### src/rtl/pva_pkg.sv
// Shared types and constants for the polyphonic voice allocator.
`timescale 1ns / 1ps

package pva_pkg;

	localparam int VOICES_DEF    = 32;
	localparam int MAX_BLOCK_DEF = 4096;

	localparam int CMD_W    = 2;
	localparam int NOTE_W   = 7;
	localparam int OFFSET_W = 12;
	localparam int BPOS_W   = 47;
	localparam int SLOT_W   = 5;
	localparam int TIME_W   = 48;
	localparam int MASK_W   = 32;
	localparam int COUNT_W  = 6;
	localparam int SAT_W    = 17;

	localparam int IN_DATA_W  = 72;
	localparam int OUT_DATA_W = 48;

	typedef enum logic [CMD_W-1:0] {
		CMD_NOTE_ON     = 2'd0,
		CMD_NOTE_OFF    = 2'd1,
		CMD_BLOCK_START = 2'd2,
		CMD_VOICE_END   = 2'd3
	} cmd_e_t;

	typedef enum logic [2:0] {
		OP_NONE,
		OP_ALLOC,
		OP_NOTE_OFF,
		OP_BLOCK,
		OP_FREE
	} op_kind_t;

	// broadcast to every cell
	typedef struct packed {
		op_kind_t            kind;
		logic [NOTE_W-1:0]   note;
		logic [SLOT_W-1:0]   slot;
		logic [TIME_W-1:0]   start;
	} op_t;

	// running record handed cell to cell during an allocation scan
	typedef struct packed {
		logic                found_free;
		logic                have;
		logic [TIME_W-1:0]   oldest;
		logic [SLOT_W-1:0]   pick;
	} scan_t;

	typedef enum logic [1:0] {
		ST_IDLE,
		ST_SCAN,
		ST_ALLOC,
		ST_EXEC
	} state_t;

endpackage

### src/rtl/pva_cell.sv
// One voice slot: slot state plus one step of the allocation scan.
`timescale 1ns / 1ps

module pva_cell #(
	parameter int IDX = 0
) (
	input  logic           clk,
	input  logic           arst_n,
	input  pva_pkg::op_t   op,
	input  pva_pkg::scan_t scan_in,
	output pva_pkg::scan_t scan_out,
	output logic           hit,
	output logic           freed
);
	import pva_pkg::*;

	logic              busy_q;
	logic              pend_q;
	logic              done_q;
	logic [NOTE_W-1:0] note_q;
	logic [TIME_W-1:0] start_q;
	scan_t             scan_q;
	scan_t             scan_nxt;
	logic              sel;

	assign sel   = (op.slot == SLOT_W'(IDX));
	assign hit   = (op.kind == OP_NOTE_OFF) && busy_q && (note_q == op.note) && !done_q;
	assign freed = (op.kind == OP_FREE) && sel && busy_q;

	// first free slot wins; otherwise strictly older start time wins (lowest index on tie)
	always_comb begin
		scan_nxt = scan_in;
		if (!scan_in.found_free) begin
			if (!busy_q) begin
				scan_nxt.found_free = 1'b1;
				scan_nxt.pick       = SLOT_W'(IDX);
			end else if (!scan_in.have || (start_q < scan_in.oldest)) begin
				scan_nxt.have   = 1'b1;
				scan_nxt.oldest = start_q;
				scan_nxt.pick   = SLOT_W'(IDX);
			end
		end
	end

	always_ff @(posedge clk or negedge arst_n) begin
		if (!arst_n) begin
			busy_q <= 1'b0;
			pend_q <= 1'b0;
			done_q <= 1'b0;
		end else begin
			case (op.kind)
				OP_ALLOC: begin
					if (sel) begin
						busy_q <= 1'b1;
						pend_q <= 1'b0;
						done_q <= 1'b0;
					end
				end
				OP_NOTE_OFF: begin
					if (hit)
						pend_q <= 1'b1;
				end
				OP_BLOCK: begin
					if (busy_q && pend_q) begin
						pend_q <= 1'b0;
						done_q <= 1'b1;
					end
				end
				OP_FREE: begin
					if (freed) begin
						busy_q <= 1'b0;
						pend_q <= 1'b0;
						done_q <= 1'b0;
					end
				end
				default: ;
			endcase
		end
	end

	always_ff @(posedge clk) begin
		scan_q <= scan_nxt;
		if ((op.kind == OP_ALLOC) && sel) begin
			note_q  <= op.note;
			start_q <= op.start;
		end
	end

	assign scan_out = scan_q;

endmodule

### config.mk
export PLATFORM = sky130hd
export DESIGN_NAME = pva_cell
export DESIGN_NICKNAME = d
export VERILOG_FILES = /design/src/rtl/pva_pkg.sv /design/src/rtl/pva_cell.sv
export SDC_FILE = /design/constraint.sdc
export NUM_CORES = 1
export LEC_CHECK = 0
export ABC_CLOCK_PERIOD_IN_PS = 2720
export BUFFER_PORTS_ARGS = -buffer_cell sky130_fd_sc_hd__buf_2
export CORE_MARGIN = 2
export CORE_UTILIZATION = 46
export CTS_CLUSTER_DIAMETER = 80
export CTS_CLUSTER_SIZE = 10
export DETAILED_ROUTE_END_ITERATION = 8
export PLACE_DENSITY = 0.71
export SLEW_MARGIN = 20
export SYNTH_ARGS = -nofsm -noshare
export SYNTH_HDL_FRONTEND = slang
export SYNTH_SLANG_ARGS = --single-unit
export TNS_END_PERCENT = 50
### constraint.sdc
create_clock -name clk -period 2.72 [get_ports clk]
set_input_delay 0.272 -clock clk [delete_from_list [all_inputs] [get_ports clk]]
set_output_delay 0.272 -clock clk [all_outputs]
set_load 0.05 [all_outputs]
==> summary.md <==
| Metric | Value |
|---|---|
| Status | `complete, but fails checks` |
| Failing checks | `setup timing` |
| Final setup viols | `8` |
| DIE HEIGHT | `124 um` |
| Crit path max-delay cell type | `or4_1` |
| Vias | `about 6.4k` |
| Final worst slack | `-0.00888 ns` |
| Max Buffers Root-to-Sink | `2` |
| Grt ovf | `0` |
| First-pass iteration count of the detailed router | `7` |
| Largest net degree at the start of global routing | `71` |
| Layout cells sized above 1 | `between 30% and 40%` |
| Skew final | `between 0.01 and 0.015 ns` |
| Total GRT Usage | `roughly a quarter` |
| Site Rows | `43` |
| Final ANT Viol Nets | `0` |
| Syn Inst Count | `about 720` |
| Top cells by count, synth | `nand2_1 (61), clkbuf_1 (58)` |
| Cell family with most CP delay | `compound AO/OA/AOI/OAI gates` |
| Clock root buffer | `clkbuf_16` |
| Htree depth | `4` |
| HPWL Detailed | `11,800 um` |
| PortBufs | `between 150 and 200` |
| CTS tree | `yes` |
| Netlist cell types | `about 40` |
| RSZ-0062 raised after global routing | `yes` |
| VDD IR max | `0.538 mV` |
| Max-slew violation count | `0` |
| Area Growth Syn to Fin | `37.1%` |
| Crit path time final | `2.73 ns` |
| Crit end category | `flip-flop` |
| Async S/R FF share, synth | `roughly 2.7%` |
| Count leader, synth | `nand2_1` |
| Area occupied by multi-input gates | `3680 um^2` |
| Critical path launch point type | `flip-flop` |
| Max incr delay on CP | `~0.51 ns` |
| Main flop type after synthesis | `edfxtp_1` |
| Number of CTS-inserted buffers | `17` |
| Syn_area_per_cell | `9.20 um^2` |
| Synth top area share | `between 20% and 30%` |
| Mapped Area | `between 6000 and 7000 um^2` |
| Sinks on the clock net | `approximately 110` |
| Post-synth top area cell | `edfxtp_1` |
| # DRC | `0` |
| Post-Route Setup TNS | `-0.0422 ns` |
| Post-synth EDFFs | `55` |
| Max frequency | `between 300 and 400 MHz` |
| Initial core utilization | `47.4%` |
| Post-synthesis register bit count | `113` |
| Reg clk slew, reported paths | `approximately 0.05 ns` |
| Core area | `between 10,000 and 15,000 um^2` |
| Buf/Inv on CP | `1` |
| Vias in the first global route | `5,856` |
| Initial antenna violation count | `2` |
| Initial drt markers | `561` |
| Hold Path Class | `in -> reg` |
| Critical Path, Cell by Cell | `ha_1 > and4_1 > a221o_1 > a2111o_2 > bufbuf_16 > or4_1 > nand3_1` |
| Clock latency on the worst-skew pair | `about 0.42 ns` |
| Seq/Total Area, Yosys | `a little over two fifths` |
| WS Path Type | `reg -> reg` |
| Leakage | `approximately 4 nW` |
| Slew margin rel. | `about half` |
| FF/Latch Area | `roughly 2800 um^2` |
| Die X | `around 120 um` |
| Crit path max fanout | `8` |
| Final Cycle Share | `100%` |
| DR vias/cell | `about 5.8` |
| Yosys Warn Count | `0` |
| First-pass GRT wire length | `approximately 29,000 um` |
| Worst-Margin Slew | `between 0.7 and 0.8 ns` |
| Syn_nets | `around 890` |
| Routed WL | `approximately 19,000 um` |
| Total die area | `between 15,000 and 20,000 um^2` |
| Final GP Congestion | `approximately 0.8` |
| Max Cap Viol | `0` |
| Ranking of synthesized cells by area | `edfxtp_1 (25%), dfxtp_1 (17%), ha_1 (8.9%)` |
| Pre-CTS setup slack | `-0.126 ns` |
| Pwr dens | `587 nW/um^2` |
| Final Hold Fails | `0` |
| Nets | `around 1.1k` |
| I/O pin count | `177` |
| Critical Path AT | `3.09 ns` |
| Hold_ws | `0.0229 ns` |
| Fill cell count | `about 1.1k` |
| Worst Path Required | `~3.1 ns` |
| Routed WL per cell | `17.3 um` |
==> placed cells by master (no fill, tap or decap), types with 3 or more instances in the layout <==
master     count
nand3_1       30
nand2_1       61
or4_1         24
nand4_1        7
ha_4           4
o21ai_0       10
bufinv_16      5
dfxtp_1       55
a311oi_1      47
a21oi_1       17
xnor2_1        7
nor3b_1       48
inv_1         50
o211ai_1      48
edfxtp_1      55
nor2_1        54
clkinv_2       5
or4_4         26
dfrtp_1        3
a21boi_0       5
buf_4         32
buf_12         8
clkbuf_8       3
nand3_2       25
ha_1          43
a21o_1         5
and4_1         5
clkbuf_16     19
buf_2        175
==> registers in the layout, summed over array words and instances (netlist names) <==
name	cells
scan_out	55
start_q	48
note_q	7
busy_q	1
done_q	1
pend_q	1
==> final cells by class <==
| type | count | area share [%] |
|---|---|---|
| multi-input cells | 493 | 40.7 |
| flip-flops and latches | 113 | 31.2 |
| repair buffers | 225 | 16.3 |
| clock buffers | 21 | 5.19 |
| well taps | 180 | 2.48 |
| inverters | 51 | 2.11 |
| clock inverters | 11 | 2.02 |
| diodes | 2 | 0.0552 |
==> worst register-to-register path, delay by kind of cell, from the launching register on <==
family | cells | cell delay [ns]
AO/OA/AOI/OAI | 2 | 0.87
adder cells (fa/ha/maj) | 1 | 0.31
buffers and inverters | 1 | 0.30
flip-flops | 1 | 0.40
AND/OR/NAND/NOR | 3 | 0.79
==> path summary, 6_finish.rpt <==
kind	to	slack, ns	cells past startpoint	from
setup / recovery	scan_out[40]$_DFF_P_	-0.009	7	start_q[37]$_DFFE_PP_
hold / removal	start_q[24]$_DFFE_PP_	0.02	1	op[24]
setup reg to reg	scan_out[40]$_DFF_P_	-0.009	7	start_q[37]$_DFFE_PP_
hold reg to reg	done_q$_DFFE_PN0P_	0.54	2	done_q$_DFFE_PN0P_
max in group asynchronous	busy_q$_DFFE_PN0P_	2.42	2	arst_n
min in group asynchronous	done_q$_DFFE_PN0P_	0.18	2	arst_n
==> what timing repair did <==
item,in CTS,in global routing
setup endpoints to repair,53,53
resized for setup,8,66
hold buffers,1,0
pin swaps,2,41
cloned,3,3
buffers inserted,6,3
endpoints found under the hold margin,3,0
==> routing by layer <==
metal  global-route usage [%]  part of all wire [%]
met5                        0                     0
met3                     6.09                   7.5
met2                     37.8                    47
met1                     32.9                    44
met4                     10.0                   2.1
==> power breakdown <==
| part | leakage [nW] | internal (W) | total (W) | switching [W] |
|---|---|---|---|---|
| clock | 0.323 | 0.00169 | 0.00249 | 0.000801 |
| combinational | 2.62 | 0.000330 | 0.000940 | 0.000609 |
| sequential | 0.990 | 0.00186 | 0.00189 | 0.0000247 |
| total | 3.93 | 0.00388 | 0.00532 | 0.00144 |
==> logic make-up after synthesis <==
| kind of cell | count (synthesis) | share of synthesized area, % |
|---|---|---|
| and+or+nand+nor | 293 | 24.4 |
| AOI/OAI and AO/OA | 145 | 16.5 |
| buffers and inverters | 113 | 6.53 |
| DFF | 113 | 42.8 |
| adders and majority gates | 47 | 8.90 |
| xor gates and xnor gates | 7 | 0.928 |
==> metrics by stage <==
| stage | std cells | instance area, um^2 | utilization [%] | power, W |
|---|---|---|---|---|
| 3_5_place_dp | 1046 | 7850 | 56.3 | 0.00276 |
| 4_1_cts | 1088 | 8690 | 62.3 | 0.00529 |
| 5_1_grt | 1095 | 9060 | 65.0 | 0.00552 |
| 2_1_floorplan | 718 | 6610 | - | 0.00248 |
| 6_report | 1096 | 9060 | 65.0 | 0.00532 |
| 3_3_place_gp | 1046 | 7850 | 56.3 | 0.00275 |
Note: power is estimated with default switching activity, not from simulation.
