<file path="src/rtl/pva_pkg.sv">
// Shared types and constants for the polyphonic voice allocator.
`timescale 1ns / 1ps

package pva_pkg;

	localparam int VOICES_DEF    = 32;
	localparam int MAX_BLOCK_DEF = 4096;

	localparam int CMD_W    = 2;
	localparam int NOTE_W   = 7;
	localparam int OFFSET_W = 12;
	localparam int BPOS_W   = 47;
	localparam int SLOT_W   = 5;
	localparam int TIME_W   = 48;
	localparam int MASK_W   = 32;
	localparam int COUNT_W  = 6;
	localparam int SAT_W    = 17;

	localparam int IN_DATA_W  = 72;
	localparam int OUT_DATA_W = 48;

	typedef enum logic [CMD_W-1:0] {
		CMD_NOTE_ON     = 2'd0,
		CMD_NOTE_OFF    = 2'd1,
		CMD_BLOCK_START = 2'd2,
		CMD_VOICE_END   = 2'd3
	} cmd_e_t;

	typedef enum logic [2:0] {
		OP_NONE,
		OP_ALLOC,
		OP_NOTE_OFF,
		OP_BLOCK,
		OP_FREE
	} op_kind_t;

	// broadcast to every cell
	typedef struct packed {
		op_kind_t            kind;
		logic [NOTE_W-1:0]   note;
		logic [SLOT_W-1:0]   slot;
		logic [TIME_W-1:0]   start;
	} op_t;

	// running record handed cell to cell during an allocation scan
	typedef struct packed {
		logic                found_free;
		logic                have;
		logic [TIME_W-1:0]   oldest;
		logic [SLOT_W-1:0]   pick;
	} scan_t;

	typedef enum logic [1:0] {
		ST_IDLE,
		ST_SCAN,
		ST_ALLOC,
		ST_EXEC
	} state_t;

endpackage

</file>
<file path="src/rtl/pva_ctrl.sv">
// Sequencer: request capture, scan timing, result register and voice count.
`timescale 1ns / 1ps

module pva_ctrl #(
	parameter int VOICES    = pva_pkg::VOICES_DEF,
	parameter int MAX_BLOCK = pva_pkg::MAX_BLOCK_DEF
) (
	input  logic                          clk,
	input  logic                          arst_n,
	input  logic                          in_valid,
	output logic                          in_ready,
	input  pva_pkg::cmd_e_t               in_cmd,
	input  logic [pva_pkg::NOTE_W-1:0]    in_note,
	input  logic [pva_pkg::OFFSET_W-1:0]  in_offset,
	input  logic [pva_pkg::BPOS_W-1:0]    in_bpos,
	input  logic [pva_pkg::SLOT_W-1:0]    in_vidx,
	output pva_pkg::op_t                  op,
	input  pva_pkg::scan_t                scan_res,
	input  logic [VOICES-1:0]             hits,
	input  logic                          freed,
	output logic                          out_valid,
	input  logic                          out_ready,
	output logic [pva_pkg::SLOT_W-1:0]    out_slot,
	output logic                          out_stolen,
	output logic [pva_pkg::MASK_W-1:0]    out_mask,
	output logic [pva_pkg::COUNT_W-1:0]   out_count,
	output logic                          out_drained
);
	import pva_pkg::*;

	localparam int CNT_W = $clog2(VOICES + 1);
	localparam logic [SAT_W-1:0]   MB      = SAT_W'(MAX_BLOCK);
	localparam logic [SAT_W-1:0]   MB_M1   = SAT_W'(MAX_BLOCK - 1);
	localparam logic [COUNT_W-1:0] FULL    = COUNT_W'(VOICES);
	localparam logic [CNT_W-1:0]   SCAN_LAST = CNT_W'(VOICES - 1);

	state_t             state_q, state_nxt;
	cmd_e_t             cmd_q;
	logic [NOTE_W-1:0]  note_q;
	logic [SLOT_W-1:0]  vidx_q;
	logic [TIME_W-1:0]  start_q;
	logic [CNT_W-1:0]   cnt_q;
	logic               m_valid_q;
	logic [SLOT_W-1:0]  slot_q;
	logic               stolen_q;
	logic [MASK_W-1:0]  mask_q;
	logic [COUNT_W-1:0] count_q;
	logic               drained_q;

	logic               out_ok;
	logic               load;
	logic [SAT_W-1:0]   off_ext;
	logic [SAT_W-1:0]   off_sat;
	logic [MASK_W-1:0]  hits_ext;

	assign out_ok   = !m_valid_q || out_ready;
	assign in_ready = (state_q == ST_IDLE);
	assign off_ext  = SAT_W'(in_offset);
	assign off_sat  = (off_ext >= MB) ? MB_M1 : off_ext;

	always_comb begin
		hits_ext = '0;
		hits_ext[VOICES-1:0] = hits;
	end

	always_ff @(posedge clk or negedge arst_n) begin
		if (!arst_n)
			state_q <= ST_IDLE;
		else
			state_q <= state_nxt;
	end

	always_comb begin
		state_nxt = state_q;
		load      = 1'b0;
		op.kind   = OP_NONE;
		op.note   = note_q;
		op.slot   = (state_q == ST_ALLOC) ? scan_res.pick : vidx_q;
		op.start  = start_q;
		unique case (state_q)
			ST_IDLE: begin
				if (in_valid)
					state_nxt = (in_cmd == CMD_NOTE_ON) ? ST_SCAN : ST_EXEC;
			end
			ST_SCAN: begin
				if (cnt_q == SCAN_LAST)
					state_nxt = ST_ALLOC;
			end
			ST_ALLOC: begin
				if (out_ok) begin
					op.kind   = OP_ALLOC;
					load      = 1'b1;
					state_nxt = ST_IDLE;
				end
			end
			ST_EXEC: begin
				if (out_ok) begin
					load      = 1'b1;
					state_nxt = ST_IDLE;
					unique case (cmd_q)
						CMD_NOTE_OFF:    op.kind = OP_NOTE_OFF;
						CMD_BLOCK_START: op.kind = OP_BLOCK;
						CMD_VOICE_END: begin
							if ({1'b0, vidx_q} < COUNT_W'(VOICES))
								op.kind = OP_FREE;
						end
						CMD_NOTE_ON:     op.kind = OP_NONE;
						default:         op.kind = OP_NONE;
					endcase
				end
			end
			default: state_nxt = ST_IDLE;
		endcase
	end

	// request capture; start time is worked out at accept
	always_ff @(posedge clk) begin
		if (in_valid && in_ready) begin
			cmd_q   <= in_cmd;
			note_q  <= in_note;
			vidx_q  <= in_vidx;
			start_q <= TIME_W'(in_bpos) + TIME_W'(off_sat);
		end
		if (load) begin
			slot_q   <= (state_q == ST_ALLOC) ? scan_res.pick : '0;
			stolen_q <= (state_q == ST_ALLOC) && !scan_res.found_free;
			mask_q   <= (op.kind == OP_NOTE_OFF) ? hits_ext : '0;
		end
	end

	always_ff @(posedge clk or negedge arst_n) begin
		if (!arst_n) begin
			cnt_q     <= '0;
			m_valid_q <= 1'b0;
			count_q   <= '0;
			drained_q <= 1'b0;
		end else begin
			if (state_q == ST_SCAN)
				cnt_q <= cnt_q + CNT_W'(1);
			else
				cnt_q <= '0;

			if (load)
				m_valid_q <= 1'b1;
			else if (out_ready)
				m_valid_q <= 1'b0;

			if (load && (state_q == ST_ALLOC)) begin
				drained_q <= !scan_res.found_free;
				if (scan_res.found_free)
					count_q <= count_q + COUNT_W'(1);
			end else if (load) begin
				if ((op.kind == OP_BLOCK) && (count_q != FULL))
					drained_q <= 1'b0;
				if (freed)
					count_q <= count_q - COUNT_W'(1);
			end
		end
	end

	assign out_valid   = m_valid_q;
	assign out_slot    = slot_q;
	assign out_stolen  = stolen_q;
	assign out_mask    = mask_q;
	assign out_count   = count_q;
	assign out_drained = drained_q;

endmodule

</file>
<file path="config.mk">
export PLATFORM = sky130hd
export DESIGN_NAME = pva_ctrl
export DESIGN_NICKNAME = d
export VERILOG_FILES = /design/src/rtl/pva_pkg.sv /design/src/rtl/pva_ctrl.sv
export SDC_FILE = /design/constraint.sdc
export NUM_CORES = 1
export LEC_CHECK = 0
export BUFFER_PORTS_ARGS = -buffer_cell sky130_fd_sc_hd__buf_2
export CELL_PAD_IN_SITES_DETAIL_PLACEMENT = 2
export CELL_PAD_IN_SITES_GLOBAL_PLACEMENT = 2
export CORE_UTILIZATION = 30
export DETAILED_ROUTE_END_ITERATION = 16
export PLACE_DENSITY_LB_ADDON = 0.1
export SYNTH_ARGS = -nofsm -noshare
export SYNTH_HDL_FRONTEND = slang
export SYNTH_SLANG_ARGS = --single-unit
</file>
<file path="constraint.sdc">
create_clock -name clk -period 7.65 [get_ports clk]
set_input_delay 0.765 -clock clk [delete_from_list [all_inputs] [get_ports clk]]
set_output_delay 0.765 -clock clk [all_outputs]
set_load 0.01 [all_outputs]
</file>
==> run_results.csv <==
group,metric,value,unit
route,drt_wl_total,18500,um
logic_synthesis,proportion_of_netlist_area_held_by_the_largest_area_contributor,51.0,%
pwr,power.clock.fraction,33.4,%
pwr,power.density,316,nW/um2
pwr,internal_power_component,0.00168,W
logic_synthesis,yosys.cell_types.count,54,
pwr,pwr-share-seq,38.4,%
clock_tree,cts_tree,"yes",
logic_synthesis,synth-seq-cells,116,
route,drt_antenna_net_count,0,
layout,final_stage_net_count,890,
timing,hold_slack,0.275,ns
die,die-width,142,um
grt,initial_antenna_violation_count,2,
clock_tree,cts.htree.levels,4,
layout,area.growth.synth_to_final,34.6,%
clock_tree,clkLatencyLatePin,0.42,ns
timing,tmin_final,3.15,ns
logic_synthesis,post_syn_nets,658,
placement,globalplace.congestion,0.744,
grt,first_pass_grt_wire_length,28500,um
logic_synthesis,dominantRegCellSynth,"sky130_fd_sc_hd__edfxtp_1",
flow_run,drv_cap,0,
timing,clock_skew,0.0114,ns
logic_synthesis,netlist_instances,472,
setup_path,rr_endpoint,"out_mask[12]$_SDFFCE_PP0N_",
layout,layout_commonest_cell,"sky130_fd_sc_hd__buf_2",
logic_synthesis,synth_top_cell_by_area,"sky130_fd_sc_hd__edfxtp_1",
logic_synthesis,ys_seq_area_share,57.8,%
die,starting_density_of_the_core,31.0,%
clock_tree,post_cts_hold_buffer_count,0,
clock_tree,clock_path_buffers,2,
setup_path,endpoint_type_of_the_worst_setup_path,"output pin",
route,drc,0,
timing,finalHoldViolCount,0,
timing,slew_violations,0,
outcome,outcome,"complete, no violations",
layout,final_cell_mix,"sky130_fd_sc_hd__buf_2 (225), sky130_fd_sc_hd__edfxtp_1 (100), sky130_fd_sc_hd__and2_1 (40), sky130_fd_sc_hd__xnor2_1 (38), sky130_fd_sc_hd__nand2_1 (25)",
clock_tree,cts_setup_buffers,0,
route,routedWlPerCell,18.9,um
die,dieHeight,142,um
setup_path,crit_type,"input port to output pin",
pwr,power_leakage,3.31,nW
pwr,power.net_switching,0.000821,W
timing,setup-violations-final,0,
logic_synthesis,synth_area,5890,um2
setup_path,timing.critical_path.required,6.88,ns
logic_synthesis,synth-edff-count,100,
grt,grt_pass1_vias,5151,
pwr,worst_ir_drop_vdd,0.161,mV
timing,fmax,317,MHz
die,core_area,19000,um2
pwr,swShare,32.8,%
setup_path,worst-r2r-cell-count,6,
setup_path,timing.critical_path.arrival,2.39,ns
clock_tree,clock_sink_count,116,
logic_synthesis,synth.area.top_cells,"sky130_fd_sc_hd__edfxtp_1 (51%), sky130_fd_sc_hd__dfrtp_1 (6.8%), sky130_fd_sc_hd__xnor2_1 (5.7%), sky130_fd_sc_hd__and2_1 (4.4%), sky130_fd_sc_hd__ha_1 (4.0%)",
setup_path,r2r_slack,4.70,ns
clock_tree,post_cts_resize_count,0,
timing,setup-tns-final,0,ns
grt,track_usage,18.7,%
route,detail_route.first_pass.iterations,4,
timing,grt_setup_unrepaired,"no",
hold_path,hold_path.class,"input port to async pin",
setup_path,worstPathMaxFanout,43,
die,num_rows,50,
layout,num-fill-cells,2040,
layout,multiInputGateArea,2380,um2
logic_synthesis,syn_avg_cell_area,12.5,um2
clock_tree,cts_inserted_buffers,17,
timing,timing_worst_slew_pin_value,1.17,ns
timing,worst_slew_margin_rel,21.3,%
die,die_area,20200,um2
placement,place.port_buffers,225,
logic_synthesis,synth-warning-count,0,
setup_path,regToRegStartpoint,"out_valid$_DFFE_PN0P_",
layout,regArea,3400,um2
grt,grt_max_degree,44,
layout,drive_gt1_share,38.4,%
route,initialDrtViolationCount,151,
pwr,power.share.combinational,28.2,%
route,dr_total_vias,4793,
timing,final_critical_path_share_of_the_clock_period,41.2,%
placement,place.detailed.hpwl,14300,um
clock_tree,clockRootBuffer,"sky130_fd_sc_hd__clkbuf_16",
die,ios,275,
grt,grt.overflow.total,0,
logic_synthesis,postSynth.asyncResetShare,13.8,%
route,viasPerCell,4.90,
clock_tree,clkTransAtPathRegs,0.06,ns
setup_path,setup.worst_path.start_class,"input port",
-- cell families (layout without fill, tap and decap cells) --
kind of cell    count (synthesis)  in the layout  synth area share [%]
compound gates                 94             94                  11.3
xor+xnor                       46             46                  6.85
fa+ha+maj                      21             21                  4.72
buf+inv                        26            271                  1.98
flops                         116            116                  57.8
mux                             8              8                  1.47
other cells                     0              2                     0
simple gates                  161            161                  15.9
-- worst max-delay path, cell delays in order --
cell and delay, ns:
sky130_fd_sc_hd__buf_2 0.08, sky130_fd_sc_hd__nand2b_1 0.19, sky130_fd_sc_hd__nand2_1 0.13, sky130_fd_sc_hd__inv_2 0.66
sky130_fd_sc_hd__nand2_1 0.26, sky130_fd_sc_hd__nor2_1 0.13, sky130_fd_sc_hd__buf_2 0.16
-- power by group through the flow --
| stage | Clock [W] | Combinational (W) | Sequential, W |
|---|---|---|---|
| CTS | 0.000859 | 0.000721 | 0.000965 |
| detailed placement | 0 | 0.000717 | 0.000977 |
| global route | 0.000884 | 0.000775 | 0.000982 |
| global placement | 0 | 0.000687 | 0.000965 |
| finish | 0.000836 | 0.000707 | 0.000961 |
| floorplan | 0 | 0.000339 | 0.00103 |
-- state kept, by name, indices dropped and copies added (netlist names) --
name,flops
out_slot,5
start_q,48
out_mask,32
out_drained,1
cmd_q,2
note_q,7
out_valid,1
vidx_q,5
out_count,6
out_stolen,1
state_q,2
cnt_q,6
-- cell usage after synthesis, drive strengths merged (2+ instances only) --
cell type / number
a211oi: 6
inv: 11
edfxtp: 100
nand2b: 4
and3: 13
nor4: 7
nand3b: 3
nand3: 13
o2111ai: 14
and2: 41
a21o: 11
clkbuf: 7
xnor2: 38
nor3b: 2
nor2b: 3
o21bai: 3
nor2: 18
dfrtp: 16
or4b: 3
nand4: 9
o21ai: 17
mux2: 5
nor3: 10
o21a: 3
o211ai: 14
nand2: 25
mux2i: 3
xor2: 8
a21oi: 18
ha: 19
fa: 2
buf: 8
and4: 6
-- layout make-up --
cell class              count  area share (%)
clock buffers              17            5.37
diodes                      2          0.0632
well taps                 260            4.11
flip-flops and latches    116            43.0
clock inverters            15            2.46
repair buffers            228            14.5
inverters                  11           0.521
multi-input cells         330            30.0
-- how the worst max path moves through the flow --
stage	startpoint	end	slack, ns	depth (start not counted)
CTS	out_ready	op[61]	4.44	7
finish	out_ready	op[61]	4.50	7
detailed placement	out_ready	out_mask[0]$_SDFFCE_PP0N_	4.07	7
floorplan	in_offset[0]	start_q[30]$_DFFE_PP_	4.94	9
global route	out_ready	out_mask[12]$_SDFFCE_PP0N_	4.21	7
global placement	out_ready	out_mask[12]$_SDFFCE_PP0N_	4.15	7
-- metal layers --
metal  track usage, %  share of wire [%]  vias to the layer above
met4             5.09               0.86                        0
met5                0                  0                        -
met3             5.25                7.1                       14
li1                 -                  -                     2262
met1             22.5                 42                     2353
met2             32.7                 50                      164
-- stage by stage --
step | instances | total power (W) | area [um2] | utilization, % | worst slack, ns
after floorplan | 472 | 0.00137 | 5890 | - | 4.94
after global placement | 945 | 0.00165 | 7290 | 38.5 | 4.15
after detailed placement | 945 | 0.00169 | 7290 | 38.5 | 4.07
after CTS | 977 | 0.00255 | 7920 | 41.8 | 4.44
after global routing | 978 | 0.00264 | 7920 | 41.8 | 4.21
final | 979 | 0.00250 | 7920 | 41.8 | 4.50
Power figures use the tool's default switching activity.
